===== src/hw/rtl/eabb_pkg.sv =====
// ============================================================================
// eabb_pkg
// Shared constants, types and arithmetic helpers for the arc bounding box.
// ============================================================================
package eabb_pkg;

    localparam int COORD_WIDTH_DEF = 16;
    localparam int ANGLE_WIDTH_DEF = 16;

    localparam int FRAC = 30;
    localparam logic [30:0] ONE_Q     = 31'h4000_0000;
    localparam logic [30:0] HALF_PI_Q = 31'd1686629713;   // pi/2 in Q30

    // quadrant codes, quadrant 1 .. quadrant 4
    localparam logic [1:0] QUAD_1 = 2'd0;
    localparam logic [1:0] QUAD_2 = 2'd1;
    localparam logic [1:0] QUAD_3 = 2'd2;
    localparam logic [1:0] QUAD_4 = 2'd3;

    localparam logic [15:0] SIDE_LEFT   = 16'h1000;
    localparam logic [15:0] SIDE_BOTTOM = 16'h0100;
    localparam logic [15:0] SIDE_RIGHT  = 16'h0010;
    localparam logic [15:0] SIDE_TOP    = 16'h0001;
    localparam logic [15:0] SIDE_ALL    = 16'h1111;

    // sides taken from the ellipse itself, indexed by {start quad, end quad}
    localparam logic [15:0] SIDE_TABLE [16] = '{
        16'h0000, 16'h1011, 16'h0011, 16'h0010,
        16'h0100, 16'h0000, 16'h0111, 16'h0110,
        16'h1100, 16'h1000, 16'h0000, 16'h1110,
        16'h1101, 16'h1001, 16'h0001, 16'h0000
    };

    // Horner divisors of the sine series, as reciprocal multiply and shift;
    // exact for any 32-bit dividend
    localparam int NUM_DIV = 5;
    localparam int DIV_S [NUM_DIV] = '{39, 39, 38, 37, 35};
    localparam logic [63:0] DIV_M [NUM_DIV] = '{
        ((64'd1 << 39) + 64'd109) / 64'd110,
        ((64'd1 << 39) + 64'd71)  / 64'd72,
        ((64'd1 << 38) + 64'd41)  / 64'd42,
        ((64'd1 << 37) + 64'd19)  / 64'd20,
        ((64'd1 << 35) + 64'd5)   / 64'd6
    };

    localparam int SINE_LAT   = 2 * NUM_DIV + 2;
    localparam int SQRT_STEPS = 32;
    localparam int DIV_STEPS  = 31;

    typedef struct packed {
        logic [30:0] w;
        logic [31:0] w2;
        logic [31:0] acc;
    } sine_st_t;

    typedef struct packed {
        logic [62:0] n;
        logic [63:0] r;
    } sqrt_st_t;

    typedef struct packed {
        logic [31:0] rem;
        logic [31:0] d;
        logic [30:0] q;
    } div_st_t;

    typedef struct packed {
        logic       cneg;
        logic       sneg;
        logic [1:0] quad;
    } ep_t;

    function automatic logic [31:0] div_const(input logic [31:0] x, input logic [2:0] idx);
        logic [65:0] prod;
        prod = 66'(x) * 66'(DIV_M[idx]);
        return 32'(prod >> DIV_S[idx]);
    endfunction

    // (a * b) >> FRAC, known to fit 32 bits
    function automatic logic [31:0] mul_q(input logic [31:0] a, input logic [30:0] b);
        logic [62:0] p;
        p = 63'(a) * 63'(b);
        return p[61:30];
    endfunction

endpackage


===== src/hw/rtl/eabb_sqrt_cell.sv =====
// ============================================================================
// eabb_sqrt_cell
// One step of the bit-pair integer square root; cells chain into a pipeline.
// ============================================================================
module eabb_sqrt_cell import eabb_pkg::*; #(
    parameter int STEP = 0
) (
    input  logic     aclk,
    input  logic     en,
    input  sqrt_st_t cell_in,
    output sqrt_st_t cell_out
);

    localparam logic [63:0] BIT_VAL = 64'd1 << (62 - 2 * STEP);

    logic [63:0] trial;
    logic        take;

    assign trial = cell_in.r + BIT_VAL;
    assign take  = {1'b0, cell_in.n} >= trial;

    always_ff @(posedge aclk) begin
        if (en) begin
            if (take) begin
                cell_out.n <= cell_in.n - trial[62:0];
                cell_out.r <= (cell_in.r >> 1) + BIT_VAL;
            end else begin
                cell_out.n <= cell_in.n;
                cell_out.r <= cell_in.r >> 1;
            end
        end
    end

endmodule


===== config.mk =====
export PLATFORM = sky130hd
export DESIGN_NAME = eabb_sqrt_cell
export DESIGN_NICKNAME = d
export VERILOG_FILES = /design/src/hw/rtl/eabb_pkg.sv /design/src/hw/rtl/eabb_sqrt_cell.sv
export SDC_FILE = /design/constraint.sdc
export NUM_CORES = 1
export LEC_CHECK = 0
export ABC_AREA = 1
export BUFFER_PORTS_ARGS = -buffer_cell sky130_fd_sc_hd__clkbuf_2
export CAP_MARGIN = 5
export CORE_MARGIN = 2
export CORE_UTILIZATION = 38
export DETAILED_ROUTE_END_ITERATION = 7
export PLACE_DENSITY = 0.64
export SLEW_MARGIN = 5
export SYNTH_ARGS = -nofsm -noshare
export SYNTH_HDL_FRONTEND = slang
export SYNTH_SLANG_ARGS = --single-unit

===== constraint.sdc =====
create_clock -name aclk -period 1.9 [get_ports aclk]
set_input_delay 0 -clock aclk [delete_from_list [all_inputs] [get_ports aclk]]
set_output_delay 0 -clock aclk [all_outputs]
set_load 0.05 [all_outputs]

# --- Yosys cells after proc, flatten, opt, wreduce, memory -nomap -nowiden ---
# Cells that the tools add are included.
totals:
  elab_cells: 8
  inputBits: 129
  out_inout_bits: 127
  ff_bits: 127
op_classes:
  add_sub_neg: 3
  n_mux: 1
  n_lt_le_gt_ge: 1
ops:
  columns: ["op", "count"]
  rows:
  - ["$mux W127", 1]
  - ["$add A63 B63 Y64 const B", 1]
  - ["$add A64 B63 Y64 const B", 1]
  - ["$ge A63 B64 Y1", 1]
  - ["$sub A63 B63 Y63", 1]

# --- Logic depth before layout (Yosys ltp) ---
depth:
  depth_word: 3
  mapped_depth: 18
  ltp_nobuf: 17

# --- Worst setup path before layout ---
# No wires, ideal clock.
synth_path:
  path_type: "in2reg"
  start: "input port cell_in[64] (netlist bit)"
  end: "register cell_out[121] (netlist bit) (data pin)"
  setup_time_ns: 0.253
  path_buffers: 1
  required_ns: 1.647
  path_slack_ns: -0.006
  cell_stages: 18
  arrival_ns: 1.652
  path_cell_list: "inv_1 > ha_1 > fa_1 > inv_1 > nand2_1 > nand2_1 > nand3_1 > nand2_2 > nand2_1 > nand2_2 > nand2_2 > nand3_2 > nand2_2 > nand2_4 > inv_2 > buf_2 > nand2_1 > nand2_1"
synth_between:
  elab_chain_cells: 2
  word_cells_on_any_way: 3
  classes_between: "add/sub: 1; order compare: 1; mux: 1"
synth_rtl:
  columns: ["item", "line", "text"]
  rows:
  - ["start: declaration", "eabb_sqrt_cell.sv:10", "input sqrt_st_t cell_in,"]
  - ["$sub A63 B63 Y63 / $ge A63 B64 Y1 (equally long branches)", "eabb_sqrt_cell.sv:25, eabb_sqrt_cell.sv:20", null]
  - ["$mux W127 (*)", "eabb_sqrt_cell.sv:24", "if (take) begin"]
  - ["end: declaration", "eabb_sqrt_cell.sv:11", "output sqrt_st_t cell_out"]
# Mark *: on every way between the ends. The rest lies on a longest branch, timed or not.
# A chain may end at the register's enable or synchronous reset.

# --- Final worst setup path ---
layout_path:
  start: "input port cell_in[44] (netlist bit)"
  end: "register cell_out[118] (netlist bit) (data pin)"
layout_between:
  elab_chain_cells: 3
  word_cells_on_any_way: 4
  classes_between: "add/sub: 2; order compare: 1; mux: 1"
layout_rtl:
  columns: ["item", "line", "text"]
  rows:
  - ["$add A64 B63 Y64 (*)", "eabb_sqrt_cell.sv:19", "assign trial = cell_in.r + BIT_VAL;"]
  - ["$sub A63 B63 Y63 / $ge A63 B64 Y1 (equally long branches)", "eabb_sqrt_cell.sv:25, eabb_sqrt_cell.sv:20", null]
  - ["$mux W127 (*)", "eabb_sqrt_cell.sv:24", null]
# Marked as above.

==> impl_metrics.csv <==
group,metric,value,unit
status,outcome,"finished, final reports clean",
floorplanning,ios,256,
layout,post-route-util,59.52,%
power_and_ir_drop,p_per_area,711.0,nW/µm²
power_and_ir_drop,p_sw,4.428,mW
floorplanning,rows,61,
critical_path,worstSetupStartpoint,"cell_in[44]",
grt,grt_max_degree,48,
placed_design,io_buffer_count,255,
floorplanning,die-height,173.2,µm
synth,synth_ff_type,"edfxtp_1",
layout,num-nets-final,2530,
critical_path,arrival,1.98,ns
synth,synth_area,10880,µm²
cts,clk_pin_slew,0.06,ns
min_path,hp-class,"in -> reg",
power_and_ir_drop,comb_power_share,39.9,%
power_and_ir_drop,vdd_drop_max,0.4259,mV
layout,diodes,0,
timing,relSlewSlack,72.78,%
layout,largest_reg_flops,127,
critical_path,crit_path_end_kind,"register",
synth,synth_top_area_share,35.05,%
power_and_ir_drop,p_int,7.425,mW
synth,yosys.area.top_type,"edfxtp_1",
routing,dr.pass1.iters,6,
cts,cts_root_buf,"clkbuf_16",
timing,maxSlewViolCount,0,
critical_path,crit_end,"cell_out[118]$_DFFE_PP_",
timing,setup_viol,0,
synth,ys_types,32,
grt,grt_pass1_vias,12190,
routing,vias,12170,
routing,detail_route.wl_per_cell,15.53,µm
timing,finalCritPeriodShare,94.03,%
synth,yosysWarnings,0,
routing,routed_wirelength,42.33,mm
power_and_ir_drop,seq_power_share,29.8,%
critical_path,cp-start-kind,"input port",
layout,syn_to_final_growth,53.22,%
routing,post-route-drc-count,0,
synth,yosysMostFrequentCell,"nand2_1",
layout,reg_top3,"cell_out (127)",
synth,synthTopCellsByArea,"edfxtp_1 35%, nand2_1 26%, inv_1 14%",
synth,yosysSeqAreaShare,35.05,%
placed_design,place.gp.congestion,0.9419,
cts,htreeDepth,4,
synth,yosys-top-cells-count,"746 x nand2_1, 400 x inv_1, 127 x edfxtp_1",
synth,synthCells,1686,
cts,cts_inserted_buffers,17,
timing,min_period,1.787,ns
grt,grt_use_total,27.86,%
placed_design,place_inst,2565,
placed_design,post_dp_cell_area,14540,µm²
power_and_ir_drop,leakagePower,9.648,nW
floorplanning,coreArea,28010,µm²
routing,via_per_inst,4.465,
timing,worst_hold_slack,0.04531,ns
timing,worst_pin_slew,0.4082,ns
run,maxCapViolCount,0,
timing,hold_viol,0,
routing,antenna_left,0,
floorplanning,die_w,173.2,µm
layout,design_area,16670,µm²
timing,rsz0062_at_grt,"yes",
power_and_ir_drop,power_frac_clock,30.3,%
routing,dr.first_iter.drc_count,801,
power_and_ir_drop,swShare,37.36,%
timing,fmax,559.7,MHz
cts,cts_buffer_depth,2,
grt,antenna_found_initial,0,
layout,top_register,"cell_out",
grt,grt_overflow_total,0,
critical_path,critPathKind,"in -> reg",
synth,synthArstFlopShare,0,%
grt,grt_pass1_wl,64.43,mm
critical_path,required,2.09,ns
critical_path,worst-path-max-fanout,5,
floorplanning,initial_utilization,38.84,%
cts,cts_tree,"done",
floorplanning,die_area,30000,µm²
layout,fill_cells,2675,
cts,clock_sinks,127,
layout,final_cells,2726,
layout,drive_above_1_share,26.53,%
synth,synth_edf_count,127,
synth,avgSynthCellArea,6.453,µm²
placed_design,dpl.hpwl,33.64,mm
synth,synth.net_count,1879,
synth,synth_seq_cells,127,
==> worst min-delay path by stage <==
stage,slack [ns],startpoint,depth (start not counted),endpoint
3_5_place_dp,0.19,cell_in[24],1,cell_out[23]$_DFFE_PP_
2_1_floorplan,0.1,cell_in[1],0,cell_out[0]$_DFFE_PP_
4_1_cts,0.03,cell_in[64],4,cell_out[64]$_DFFE_PP_
6_report,0.05,cell_in[64],4,cell_out[64]$_DFFE_PP_
5_1_grt,0.08,cell_in[64],4,cell_out[64]$_DFFE_PP_
3_3_place_gp,0.19,cell_in[46],1,cell_out[45]$_DFFE_PP_
==> power by group through the flow <==
stage / combinational [mW] / sequential [mW] / clock (mW)
5_1_grt: 5.14 / 3.56 / 3.72
6_report: 4.73 / 3.53 / 3.59
4_1_cts: 4.59 / 3.53 / 3.62
3_3_place_gp: 4.34 / 3.58 / 0
3_5_place_dp: 4.37 / 3.58 / 0
2_1_floorplan: 1.64 / 4.60 / 0
==> cells by family after synthesis <==
group | after synthesis | synth area share, %
buf+inv | 418 | 15.05
simple gates | 1000 | 37.71
fa+ha+maj | 64 | 7.429
flops | 127 | 35.05
compound gates | 46 | 2.265
xor+xnor | 31 | 2.495
==> repair_timing <==
item / in CTS / in global routing
pin swaps: 0 / 4
hold endpoints to repair: 160 / 0
cloned: 0 / 3
gates resized for setup: 1 / 44
hold buffers: 126 / 0
setup buffers: 0 / 2
setup endpoints to repair: 1 / 65
==> area by class of cell <==
class,count,area (µm²),area share (%)
Tap cell,378,473.0,2.837
Clock inverter,10,168.9,1.013
Sequential cell,127,3814,22.88
Clock buffer,20,436.7,2.619
Timing Repair Buffer,645,4643,27.85
Multi-Input combinational cell,1141,5610,33.65
Inverter,405,1525,9.149
==> per-stage QoR <==
| stage | TNS (ns) | power [mW] | setup WS (ns) |
|---|---|---|---|
| floorplan | 0 | 6.240 | 0.0003494 |
| global placement | -24.45 | 7.923 | -0.4435 |
| detailed placement | -24.22 | 7.954 | -0.4852 |
| CTS | 0 | 11.73 | 0.03136 |
| global route | -0.1235 | 12.42 | -0.03835 |
| finish | 0 | 11.85 | 0.1134 |
==> routing by layer <==
layer / global-route usage, % / up-vias / share of wire, %
li1: - / 6372 / -
met1: 37.91 / 5414 / 47
met2: 45.93 / 350 / 45
met3: 4.737 / 36 / 5.7
met4: 7.274 / 0 / 2.1
met5: 0 / - / 0
==> worst max-delay path, stage by stage <==
cell      delay [ns]
clkbuf_2        0.09
inv_1           0.04
ha_2            0.38
nand2_1         0.11
buf_4           0.16
nor2_2          0.23
nand2_1         0.11
buf_4           0.15
nor2_1          0.11
and2_1          0.14
nand2_1         0.16
nand3_1         0.12
nand2_1         0.07
nand3_2         0.06
nand2_1         0.05
==> layout by cell type, fill, tap and decap left out, types with 31 or more instances in the layout <==
cell type / instances
a21oi_1: 32
buf_4: 254
clkbuf_2: 254
dlygate4sd3_1: 126
edfxtp_1: 127
ha_1: 55
inv_1: 399
nand2_1: 738
nand3_1: 65
nor2_1: 98
xor2_1: 31
No activity file was read; power rests on OpenSTA's default activity.
