$ cat src/hw/rtl/eabb_pkg.sv
// ============================================================================
// eabb_pkg
// Shared constants, types and arithmetic helpers for the arc bounding box.
// ============================================================================
package eabb_pkg;

    localparam int COORD_WIDTH_DEF = 16;
    localparam int ANGLE_WIDTH_DEF = 16;

    localparam int FRAC = 30;
    localparam logic [30:0] ONE_Q     = 31'h4000_0000;
    localparam logic [30:0] HALF_PI_Q = 31'd1686629713;   // pi/2 in Q30

    // quadrant codes, quadrant 1 .. quadrant 4
    localparam logic [1:0] QUAD_1 = 2'd0;
    localparam logic [1:0] QUAD_2 = 2'd1;
    localparam logic [1:0] QUAD_3 = 2'd2;
    localparam logic [1:0] QUAD_4 = 2'd3;

    localparam logic [15:0] SIDE_LEFT   = 16'h1000;
    localparam logic [15:0] SIDE_BOTTOM = 16'h0100;
    localparam logic [15:0] SIDE_RIGHT  = 16'h0010;
    localparam logic [15:0] SIDE_TOP    = 16'h0001;
    localparam logic [15:0] SIDE_ALL    = 16'h1111;

    // sides taken from the ellipse itself, indexed by {start quad, end quad}
    localparam logic [15:0] SIDE_TABLE [16] = '{
        16'h0000, 16'h1011, 16'h0011, 16'h0010,
        16'h0100, 16'h0000, 16'h0111, 16'h0110,
        16'h1100, 16'h1000, 16'h0000, 16'h1110,
        16'h1101, 16'h1001, 16'h0001, 16'h0000
    };

    // Horner divisors of the sine series, as reciprocal multiply and shift;
    // exact for any 32-bit dividend
    localparam int NUM_DIV = 5;
    localparam int DIV_S [NUM_DIV] = '{39, 39, 38, 37, 35};
    localparam logic [63:0] DIV_M [NUM_DIV] = '{
        ((64'd1 << 39) + 64'd109) / 64'd110,
        ((64'd1 << 39) + 64'd71)  / 64'd72,
        ((64'd1 << 38) + 64'd41)  / 64'd42,
        ((64'd1 << 37) + 64'd19)  / 64'd20,
        ((64'd1 << 35) + 64'd5)   / 64'd6
    };

    localparam int SINE_LAT   = 2 * NUM_DIV + 2;
    localparam int SQRT_STEPS = 32;
    localparam int DIV_STEPS  = 31;

    typedef struct packed {
        logic [30:0] w;
        logic [31:0] w2;
        logic [31:0] acc;
    } sine_st_t;

    typedef struct packed {
        logic [62:0] n;
        logic [63:0] r;
    } sqrt_st_t;

    typedef struct packed {
        logic [31:0] rem;
        logic [31:0] d;
        logic [30:0] q;
    } div_st_t;

    typedef struct packed {
        logic       cneg;
        logic       sneg;
        logic [1:0] quad;
    } ep_t;

    function automatic logic [31:0] div_const(input logic [31:0] x, input logic [2:0] idx);
        logic [65:0] prod;
        prod = 66'(x) * 66'(DIV_M[idx]);
        return 32'(prod >> DIV_S[idx]);
    endfunction

    // (a * b) >> FRAC, known to fit 32 bits
    function automatic logic [31:0] mul_q(input logic [31:0] a, input logic [30:0] b);
        logic [62:0] p;
        p = 63'(a) * 63'(b);
        return p[61:30];
    endfunction

endpackage

$ cat src/hw/rtl/eabb_div_cell.sv
// ============================================================================
// eabb_div_cell
// One restoring-division step: one quotient bit per cell.
// ============================================================================
module eabb_div_cell import eabb_pkg::*; (
    input  logic    aclk,
    input  logic    en,
    input  logic    num_bit,
    input  div_st_t cell_in,
    output div_st_t cell_out
);

    logic [32:0] trial;
    logic        ge;

    assign trial = {cell_in.rem, num_bit};
    assign ge    = trial >= {1'b0, cell_in.d};

    always_ff @(posedge aclk) begin
        if (en) begin
            cell_out.rem <= ge ? 32'(trial - {1'b0, cell_in.d}) : trial[31:0];
            cell_out.d   <= cell_in.d;
            cell_out.q   <= {cell_in.q[29:0], ge};
        end
    end

endmodule

$ cat config.mk
export PLATFORM = sky130hd
export DESIGN_NAME = eabb_div_cell
export DESIGN_NICKNAME = d
export VERILOG_FILES = /design/src/hw/rtl/eabb_pkg.sv /design/src/hw/rtl/eabb_div_cell.sv
export SDC_FILE = /design/constraint.sdc
export NUM_CORES = 1
export LEC_CHECK = 0
export BUFFER_PORTS_ARGS = -buffer_cell sky130_fd_sc_hd__buf_2
export CAP_MARGIN = 15
export CELL_PAD_IN_SITES_DETAIL_PLACEMENT = 0
export CELL_PAD_IN_SITES_GLOBAL_PLACEMENT = 1
export CORE_ASPECT_RATIO = 0.7
export CORE_UTILIZATION = 35
export DETAILED_ROUTE_END_ITERATION = 8
export GPL_TIMING_DRIVEN = 1
export PLACE_DENSITY_LB_ADDON = 0.1
export SKIP_LAST_GASP = 1
export SYNTH_ARGS = -nofsm -noshare
export SYNTH_HDL_FRONTEND = slang
export SYNTH_SLANG_ARGS = --single-unit
$ cat constraint.sdc
create_clock -name aclk -period 5.8 [get_ports aclk]
set_input_delay 0 -clock aclk [delete_from_list [all_inputs] [get_ports aclk]]
set_output_delay 0 -clock aclk [all_outputs]
set_load 0.01 [all_outputs]
# ---- Yosys cells after proc, flatten, opt, wreduce, memory -nomap -nowiden
# Index checks and enable logic that the tools add are counted.
dict set report word_totals {
  output_inout_bits 95
  wordCells 6
  in_bits 98
  register_bits 95
}
dict set report classes {
  addsub 1
  n_lt_le_gt_ge 1
  n_mux 1
}
# op count
set ops {}
lappend ops {{greater-or-equal comparator 33 x 32 -> 1 bit} 1}
lappend ops {{2-to-1 mux 32 bit} 1}
lappend ops {{subtractor 32 bit} 1}

# ---- Depth between registers and ports, before layout
dict set report depth {
  word_depth 2
  mapped_depth 13
  mapped_depth_nobuf 11
}

# ---- Worst setup path after synthesis
# No wires, ideal clock.
dict set report synth_timing {
  path_type {input -> register}
  startpoint {in cell_in[54] in the netlist's numbering}
  endpoint {reg cell_out[67] in the netlist's numbering, data pin}
  setup_slack_ps 3432
  setup_ps 260
  t_arrival_ps 2108
  stages 11
  n_path_buf 2
  required_ps 5540
  path_cell_list {inv_1 > ha_1 > buf_6 > and3_1 > o21a_1 > a311oi_2 > o21ai_1 > or3b_1 > o21a_1 > buf_6 > mux2_4}
}
dict set report synth_between {
  elab_chain_len 2
}
# element line_no
set synth_rtl {}
lappend synth_rtl {{start: declaration} eabb_div_cell.sv:9} ;# input div_st_t cell_in,
lappend synth_rtl {{greater-or-equal comparator 33 x 32 -> 1 bit} eabb_div_cell.sv:17} ;# assign ge = trial >= {1'b0, cell_in.d};
lappend synth_rtl {{2-to-1 mux 32 bit} eabb_div_cell.sv:21} ;# cell_out.rem <= ge ? 32'(trial - {1'b0, cell_in.d}) : trial[31:0];
lappend synth_rtl {{end: declaration} eabb_div_cell.sv:10} ;# output div_st_t cell_out
# No other way between the ends.
# A chain may end at the register's enable or synchronous reset.

# ---- Worst setup path after layout
dict set report layout_timing {
  startpoint {in cell_in[54] in the netlist's numbering}
  endpoint {reg cell_out[87] in the netlist's numbering, data pin}
}
dict set report layout_between {
  elab_chain_len 2
  word_cells_on_any_way 3
  cone_classes {add/sub: 1; order compare: 1; mux: 1}
}
# element line_no
set layout_rtl {}
lappend layout_rtl {{subtractor 32 bit or greater-or-equal comparator 33 x 32 -> 1 bit (tied branches)} {eabb_div_cell.sv:21, eabb_div_cell.sv:17}}
lappend layout_rtl {{2-to-1 mux 32 bit *} eabb_div_cell.sv:21}
# Every way passes the cells marked *; elsewhere a longest branch is shown, timed or not.

==> flow_results.org <==
** Outcome
- Outcome :: completed

** Finish
- Diode count :: 0
- Flip-flop count of the largest register, all copies and words added :: 95
- Final cell utilization of the core :: 52.1%
- Layout cell share with drive strength beyond 1 :: 30.7%
- The largest registers in the layout are cell_out: 95 flops.
- More flip-flops sit in one register than any other, and that register is cell_out.
- Syn-to-layout area delta :: 42.8%
- Total area of sequential cells :: 0.00285 sq mm
- Layout fillers :: approximately 1,300
- Total number of nets in the final design :: 855
- Multi-input gate area in the final layout :: 0.00204 sq mm

** Detailed routing
- Dividing the detail-routed wire length by the instance count gives roughly 14 um.
- After detailed routing, the number of remaining DRC violations is 0.
- Vias after detailed routing :: 4,295
- Average via count per standard cell :: 4.67
- First-pass iteration count of the detailed router :: 4
- Routed wire length :: 13,200 um
- Once detail routing completed, the nets flagged for antenna violations numbered 0.
- The detailed router finished its first iteration with 220 violations.

** GRT
- In the global route stage, overall resource usage came out at between 10% and 20%.
- Entering global routing, the biggest net connects between 50 and 60 pins.
- The first global-routing pass estimated 20,900 um of wire.
- Number of global-route vias before repair :: 4,130
- Initial antenna violation count :: 0
- Global route total overflow :: 0

** Logic synthesis
- Count of distinct cell types in the synthesized netlist :: 49
- The average instance in the mapped netlist occupies about 11 sq um.
- Post-Syn Instances :: about 450
- Post-synthesis register bit count :: 95
- In the synthesized netlist the dominant register cell turns out to be edfxtp_1.
- Cell type contributing the most total cell area after synthesis :: edfxtp_1
- Leading cell type by number of instances after synthesis :: edfxtp_1
- Yosys printed 0 warnings.
- Sequential elements use 55.1% of the synthesized area.
- In this run the cell area of the synthesized design comes to roughly 0.0052 sq mm.
- The top cell type by area accounts for 55.1% of the synthesized area.
- Biggest area contributors in the synthesized netlist :: edfxtp_1, ha_1, a21oi_1
- By count the netlist is led by edfxtp_1, a21oi_1, inv_1, nor2_1, ha_1.
- Post-synth EDFFs :: 95
- Share of synthesized flip-flops with an asynchronous set or reset :: 0%
- Net Count, Synth :: a little under 600

** STA
- The number of failing hold endpoints at the final stage came to 0.
- At the pin with the least slew margin, the transition time is 771 ps.
- Share of the clock period used by the worst path after layout :: 61.0%
- Final-layout setup total negative slack :: 0 ps
- Setup repair after global routing left no endpoint under its margin.
- The smallest clock period supported by the final layout is computed as 3540 ps.
- Max Clk Rate :: 282 MHz
- Headroom to the max-slew limit :: 48.4%
- The final-report max-slew violation count is 0.
- Final setup fails :: 0

** Clock network
- The clock passes through at most 2 buffers.
- TritonCTS Sinks :: 95
- In this run, post-CTS hold repair placed 83 buffers.
- Clock tree synthesis selected as its root buffer the cell clkbuf_16.
- Clock transition at path regs :: 70 ps
- Buffers added to address setup during post-CTS repair amount to 0.
- The number of gates resized after CTS was 0.
- Number of H-tree levels :: 3
- CTS buffer count :: 9
- CTS tree :: yes

** Critical path
- For the worst setup path, the data arrival time is roughly 3600 ps.
- Launch point of the worst path :: cell_in[54]
- The largest individual stage delay along the critical path comes from the cell o21a_2.
- STA classifies the critical path endpoint as a flop.
- The critical path goes through dlygate4sd3_1 > buf_2 > inv_1 > ha_1 > and3_1 > nand4_1 > nor4b_1 > a21o_1 > o21a_2 > buf_4 > mux2_4.
- Type of the setup path with the least slack :: input pin to flop
- Delay of the slowest critical-path stage :: 600 ps
- The worst setup path is launched from an input pin.
- Worst-path maximum fanout :: 34
- STA puts the critical path data required time at 5900 ps.

** Worst hold path
- The worst hold path terminates at cell_out[89]$_DFFE_PP_.
- Classification of the worst-slack hold path :: input pin to flop
- The worst hold path passes through 3 cells.
- The worst hold path begins at cell_in[88].

** Floorplan
- Cell row count :: 36
- The region available for standard cell placement spans around 0.014 sq mm.
- The die covers 0.0153 sq mm.
- Vertical die dimension :: 104 um
- Starting Density :: 36.5%
- The die is 147 um wide.
- For this design the top-level I/O count stands at 193.

** Job
- The tool flagged a number of max-cap violations equal to 0.

** Power and ir drop
- Switching Share :: 28.7%
- In this run the power density over the cells is 261 mW/mm^2.
- VDD sags by at most about 0.19 mV.
- Power share of the sequential group :: 44.7%
- Combinational logic is responsible for approximately a quarter of the overall power.
- Cell-internal power :: 1.38 mW
- Net switching power :: 0.555 mW
- For this design the static power due to leakage is 3.29 nW.
- The share of total power dissipated in the clock network is between 20% and 30%.

** Placement
- Input and output buffers added on the ports amount to 191.
- Total half-perimeter wirelength after legalization and detailed placement :: 9640 um
- Gpl congestion :: 0.818
cell usage in the layout, fill, tap and decap left out, types with 3 or more instances in the layout:
cell type,instances
nand2_1,24
nor2_1,37
xor2_1,10
a2111oi_0,3
inv_6,3
nand3_1,8
o21a_1,5
buf_4,3
a211oi_1,3
ha_1,32
a21o_1,8
o21ai_0,17
nor3_1,3
o21ai_1,4
dlygate4sd3_1,83
xnor2_1,16
and2_1,3
nand2b_1,7
o21bai_1,5
mux2_4,8
buf_2,190
edfxtp_1,95
clkbuf_16,9
a21oi_1,54
inv_1,46
nand4_1,8
o31ai_1,7
metrics by stage:
stage               hold slack (ps)  instances  power [mW]  instance area, sq um  setup WS (ps)
floorplan                      98.9        454        1.16                  5180           3430
global placement                177        820        1.32                  6280           2420
detailed placement              178        820        1.33                  6280           2390
CTS                           0.853        919        1.96                  7400           2230
global route                   22.6        919        2.03                  7400           1910
finish                         6.31        919        1.93                  7400           2260
per-layer routing:
metal | part of all wire, % | routed length, um | GRT usage, %
met2 | 41 | 5350 | 25.1
met4 | 0.90 | 119 | 4.20
met1 | 53 | 6920 | 25.9
met3 | 5.8 | 764 | 4.32
met5 | 0 | 0 | 0
worst max-delay path by stage:
stage                        endpoint  depth (start not counted)
2_1_floorplan  cell_out[67]$_DFFE_PP_                         11
3_3_place_gp   cell_out[83]$_DFFE_PP_                         11
3_5_place_dp   cell_out[87]$_DFFE_PP_                         11
4_1_cts        cell_out[87]$_DFFE_PP_                         11
5_1_grt        cell_out[87]$_DFFE_PP_                         11
6_report       cell_out[87]$_DFFE_PP_                         11
area by class of cell:
cell class / count / share of cell area (%)
clock buffer: 9 / 3.04
sequential: 95 / 38.6
timing repair buffer: 276 / 24.4
tap: 190 / 3.21
inverter: 46 / 2.33
multi-input combinational: 296 / 27.6
clock inverter: 7 / 0.829
cell families (layout without fill, tap and decap cells):
family	Yosys count	after routing	share of synthesized area, %
adders and majority gates	33	33	8.12
muxes	10	10	2.71
and+or+nand+nor	107	107	10.1
xor gates and xnor gates	26	26	4.40
AOI/OAI and AO/OA	120	120	14.1
DFF	95	95	55.1
buffers and inverters	63	338	5.48
worst max-delay path, delay by kind of cell:
kind | cells | cell delay (ps)
AND/OR/NAND/NOR | 3 | 980
adder cells (fa/ha/maj) | 1 | 410
buffers and inverters | 4 | 1090
multiplexers | 1 | 330
AO/OA/AOI/OAI | 2 | 830
power by group through the flow:
stage / Clock (mW) / Combinational [mW] / Sequential, mW
3_3_place_gp: 0 / 0.446 / 0.878
4_1_cts: 0.600 / 0.496 / 0.864
2_1_floorplan: 0 / 0.239 / 0.924
5_1_grt: 0.621 / 0.543 / 0.871
3_5_place_dp: 0 / 0.449 / 0.878
6_report: 0.577 / 0.492 / 0.863
Note: power is estimated with default switching activity, not from simulation.
